File: src/hw/rtl/arm_ram.sv
`timescale 1ns / 1ps
// ----------------------------------------------------------------------------
// arm_ram: generic single-port RAM
// One write or read per cycle, read data registered.
// ----------------------------------------------------------------------------
module arm_ram #(
  parameter int unsigned Width = 32,
  parameter int unsigned Depth = 64
) (
  input  logic                     clk,
  input  logic                     we,
  input  logic [$clog2(Depth)-1:0] addr,
  input  logic [Width-1:0]         wdata,
  output logic [Width-1:0]         rdata
);
  logic [Width-1:0] mem [Depth];

  always_ff @(posedge clk) begin
    if (we) begin
      mem[addr] <= wdata;
    end
    rdata <= mem[addr];
  end
endmodule

File: config.mk
export PLATFORM = sky130hd
export DESIGN_NAME = arm_ram
export DESIGN_NICKNAME = d
export VERILOG_FILES = /design/src/hw/rtl/arm_ram.sv
export SDC_FILE = /design/constraint.sdc
export NUM_CORES = 2
export LEC_CHECK = 0
export ABC_AREA = 1
export BUFFER_PORTS_ARGS = -buffer_cell sky130_fd_sc_hd__buf_2
export CORE_ASPECT_RATIO = 0.7
export CORE_MARGIN = 3
export CORE_UTILIZATION = 29
export DETAILED_ROUTE_END_ITERATION = 6
export GPL_TIMING_DRIVEN = 0
export SLEW_MARGIN = 10
export SYNTH_ARGS = -nofsm -noshare
export SYNTH_HDL_FRONTEND = slang
export SYNTH_SLANG_ARGS = --single-unit
File: constraint.sdc
create_clock -name clk -period 6.55 [get_ports clk]
set_input_delay 1.31 -clock clk [delete_from_list [all_inputs] [get_ports clk]]
set_output_delay 1.31 -clock clk [all_outputs]
set_load 0.02 [all_outputs]
After elaboration in Yosys (flattened, before gate mapping) --
Memories as Yosys holds them, arrays and structs flattened. A register that Yosys moved wholly into a read port is not among the register bits. Index checks and enable logic that the tools add are counted.
Word-level totals: register bits 0, memory bits (writable) 2048, input bits 40, output and inout bits 32, logic and storage cells 3, memories 1
Memories:
- mem | words 64, bits a word 32, read ports 1, clocked after memory_dff 1, write ports 1, RTL line 16 | logic [Width-1:0] mem [Depth];
Cells by class: multiplexer cells 2
Operators by type and width (count):
- $mux W1 | 2

Depth between registers and ports, before layout --
word-level depth 2, gate-level depth with buffers 15, mapped depth without buffers 11

Worst setup path before layout --
No wires, ideal clock.
path kind input-to-reg, start input addr[0], end memory mem[41][0] (enable), library setup time 502 ps, data arrival time 5093 ps, required time 6048 ps, setup slack 955 ps, stages on the path 6, buffers on the path 4, path through buf_4 -> inv_2 -> buf_6 -> buf_4 -> buf_2 -> nor4_1
RTL lines:
- start: declaration | RTL line 12 | input logic [$clog2(Depth)-1:0] addr,
- end: declaration | RTL line 16
No word-level cell before the write port.

Worst setup path after layout --
start input addr[1], end memory mem[38][20] (enable)
No word-level cell before the write port.

==> flow_summary.json <==
{
  "global_route.peak_usage_layer": "met1",
  "critical_path_arrival_ns": 5.28,
  "critical_path.slowest_cell": "nor2_4",
  "hold_ws_ns": 0.714,
  "hold_bufs_inserted_after_cts": 0,
  "worst_r2r_path_depth": 10,
  "finalClockSkew_ns": 0.0591,
  "worstHoldStart": "wdata[26]",
  "met2_usage": 0.243,
  "p_int_mw": 21.6,
  "clkSinkCount": 2080,
  "maximum_number_of_pins_on_one_net_before_global_route_repair": 65,
  "finalWorstPathRequiredPeriod_ns": 4.75,
  "vdd_ir_drop_max_v": 0.000216,
  "report.final.hold_viol_count": 0,
  "routed_vias": 60800,
  "place_worst_setup_slack_ns": 1.21,
  "regToRegSetupSlack_ns": 4.60,
  "number_of_enable_flip_flop_cells_after_synthesis": 2048,
  "routed_wire_length_per_instance_um": 22.1,
  "ys_warns": 0,
  "fp.dieH_um": 463,
  "core_area_um2": 296000,
  "r2r-start": "mem[46][13]$_DFFE_PP_",
  "detailed_router_s_first_iteration_violation_count": 9110,
  "share_clk_of_total_power": 0.404,
  "synth_seq_area_share": 0.718,
  "gr-usage-all-layers": 0.183,
  "start_util": 0.292,
  "required_ns": 7.08,
  "clock_latency_ns": 0.86,
  "synth-seq-cells": 2080,
  "count_of_unique_library_cells_instantiated_by_yosys": 21,
  "p_per_area_nw_per_um2": 280,
  "asyncSetResetFlopFracSynth": 0,
  "power_switching_share": 0.237,
  "io-pin-count": 72,
  "r2r-end": "rdata[13]$_DFF_P_",
  "timing_worst_setup_path_type": "primary input to register",
  "multi_input_comb_area_um2": 22800,
  "setup-violations-final": 0,
  "timing.max_slew.rel_slack": 0.0391,
  "status": "complete, but fails checks",
  "grt_pass1_wl_um": 403000,
  "cts_root_buf": "clkbuf_16",
  "post-dp-hpwl_um": 200000,
  "cp_slowest_stage_delay_ns": 1.08,
  "num-fill-cells": 29700,
  "leakagePower_nw": 41.4,
  "series_of_cell_instances_along_the_critical_path": "buf_2 -> clkbuf_1 -> buf_2 -> nand4_1 -> nor2_4 -> buf_16",
  "synth_top_area_frac": 0.711,
  "top_flip_flop_cell_by_instance_count_after_synthesis": "edfxtp_1",
  "fp.dieW_um": 659,
  "switching_power_mw": 6.69,
  "worst_pin_slew_ns": 1.44,
  "failed_checks": "DRC",
  "start_kind": "primary input",
  "crit_path_end_kind": "register",
  "ant_nets": 0,
  "cts_buffers": 192,
  "crit_path_frequent_cell": "buf_2",
  "max-clock-path-buffers": 4,
  "layout-area-overhead-vs-synth_pct": 16.7,
  "path_clk_slew_ns": 0.07,
  "synth_top_area_cell": "edfxtp_1",
  "rsz0062_at_grt": "no",
  "grt_met3_use": 0.0738,
  "final_period_utilization": 0.725,
  "clock.fmax_ghz": 0.211,
  "die_area_um2": 305000,
  "detailedRoute.firstPassIterationCount": 7,
  "worst_hold_path.endpoint": "mem[39][26]$_DFFE_PP_",
  "routed_via_density": 4.70,
  "layout-drive-gt1-share": 0.0886,
  "finish.net_count": 8847,
  "final.setup.worst_slack_ns": 1.80,
  "place.gp.congestion": 0.978,
  "utilization": 0.341,
  "ctsResizeCount": 0,
  "clock_tree_from_tritoncts": "built",
  "htree_num_levels": 4,
  "synth.net_count": 8480,
  "via_count_of_the_first_global_routing_pass": 55200,
  "grt_util_met1": 0.271,
  "power_frac_comb": 0.074,
  "power_frac_seq": 0.522,
  "critPathMaxFanout": 21,
  "numPortBuffers": 67,
  "totalWireLength_um": 285000,
  "cap_viol_max_count": 0,
  "postCtsSetupBuffers": 0,
  "yosys-top-cells-area": "edfxtp_1 (71%), nand2_1 (25%), buf_2 (1.4%)",
  "core.rowCount": 167,
  "hold_path_class": "primary input to register",
  "globalRoute.totalOverflow": 0,
  "synth.avg_cell_area_um2": 10.2,
  "yosys-top-cells-count": "nand2_1 (5728), edfxtp_1 (2048), buf_2 (244)",
  "synthesis.instances": 8440,
  "slew_limit_fails": 0,
  "antenna_found_initial": 32,
  "hold_depth": 1,
  "route.detailed.drc": 2,
  "most_frequent_cell_after_synthesis": "nand2_1",
  "synthesis.area_um2": 86500,
  "ff_latch_area_um2": 62100
}
area by class of cell:
class | count | area share
sequential | 2080 | 0.615
multi-input combinational | 5908 | 0.225
clock buffer | 248 | 0.0523
tap | 3971 | 0.0492
timing repair buffer | 173 | 0.0279
buffer | 422 | 0.0195
clock inverter | 92 | 0.00885
inverter | 30 | 0.00112
antenna | 8 | 0.000198
metal layers:
layer	part of all wire	up-vias
met5	0.000039	-
met4	0.029	2
met3	0.15	423
met2	0.38	3333
met1	0.43	29000
li1	-	28000
power groups by stage:
stage | Clock [mW] | Combinational, mW | Sequential [mW]
3_3_place_gp | 0 | 1.94 | 15.1
3_5_place_dp | 0 | 2.04 | 15.0
5_1_grt | 12.0 | 2.26 | 14.8
4_1_cts | 11.5 | 2.05 | 14.8
2_1_floorplan | 0 | 0.939 | 15.1
6_report | 11.4 | 2.10 | 14.8
stage by stage:
| stage | area [um^2] | std cells | setup TNS [ns] | power (mW) |
|---|---|---|---|---|
| after floorplan | 86500 | 8440 | 0 | 16.0 |
| final | 101000 | 12900 | 0 | 28.3 |
| after detailed placement | 94800 | 12600 | 0 | 17.1 |
| after global routing | 101000 | 12900 | 0 | 29.1 |
| after global placement | 91800 | 12500 | -515.16 | 17.0 |
| after CTS | 101000 | 12900 | 0 | 28.3 |
cells in the final DEF (no fill, tap or decap), drive strengths merged:
cell / Yosys / final
nor4: 2 / 2
nand3: 13 / 13
or2: 6 / 6
nor3: 8 / 8
diode: 0 / 8
dfxtp: 32 / 32
nor2: 137 / 137
o21ai: 7 / 7
clkbuf: 136 / 384
buf: 286 / 459
inv: 30 / 35
clkinvlp: 0 / 6
edfxtp: 2048 / 2048
bufinv: 0 / 18
o211ai: 5 / 5
nand2: 5728 / 5728
clkinv: 0 / 63
nand4: 2 / 2
logic make-up after synthesis:
kind of cell,Yosys count,synth area share
AO/OA/AOI/OAI,12,0.000839
buffers and inverters,452,0.0240
flip-flops,2080,0.718
AND/OR/NAND/NOR,5896,0.257
worst max-delay path by stage:
stage / start / endpoint / cells after the start
2_1_floorplan: addr[0] / mem[41][0]$_DFFE_PP_ / 6
3_3_place_gp: addr[1] / mem[41][13]$_DFFE_PP_ / 5
3_5_place_dp: addr[1] / mem[38][23]$_DFFE_PP_ / 6
4_1_cts: addr[1] / mem[46][13]$_DFFE_PP_ / 6
5_1_grt: addr[1] / mem[46][13]$_DFFE_PP_ / 6
6_report: addr[1] / mem[38][20]$_DFFE_PP_ / 6
flip-flops by register name, summed over array words and instances, names as in the netlist:
| signal | count |
|---|---|
| mem | 2048 |
| rdata | 32 |
worst max-delay path: cells and delay by family:
| kind | cells | cell delay [ns] |
|---|---|---|
| buffers and inverters | 4 | 1.95 |
| and+or+nand+nor | 2 | 1.96 |
Note: power is estimated with default switching activity, not from simulation.
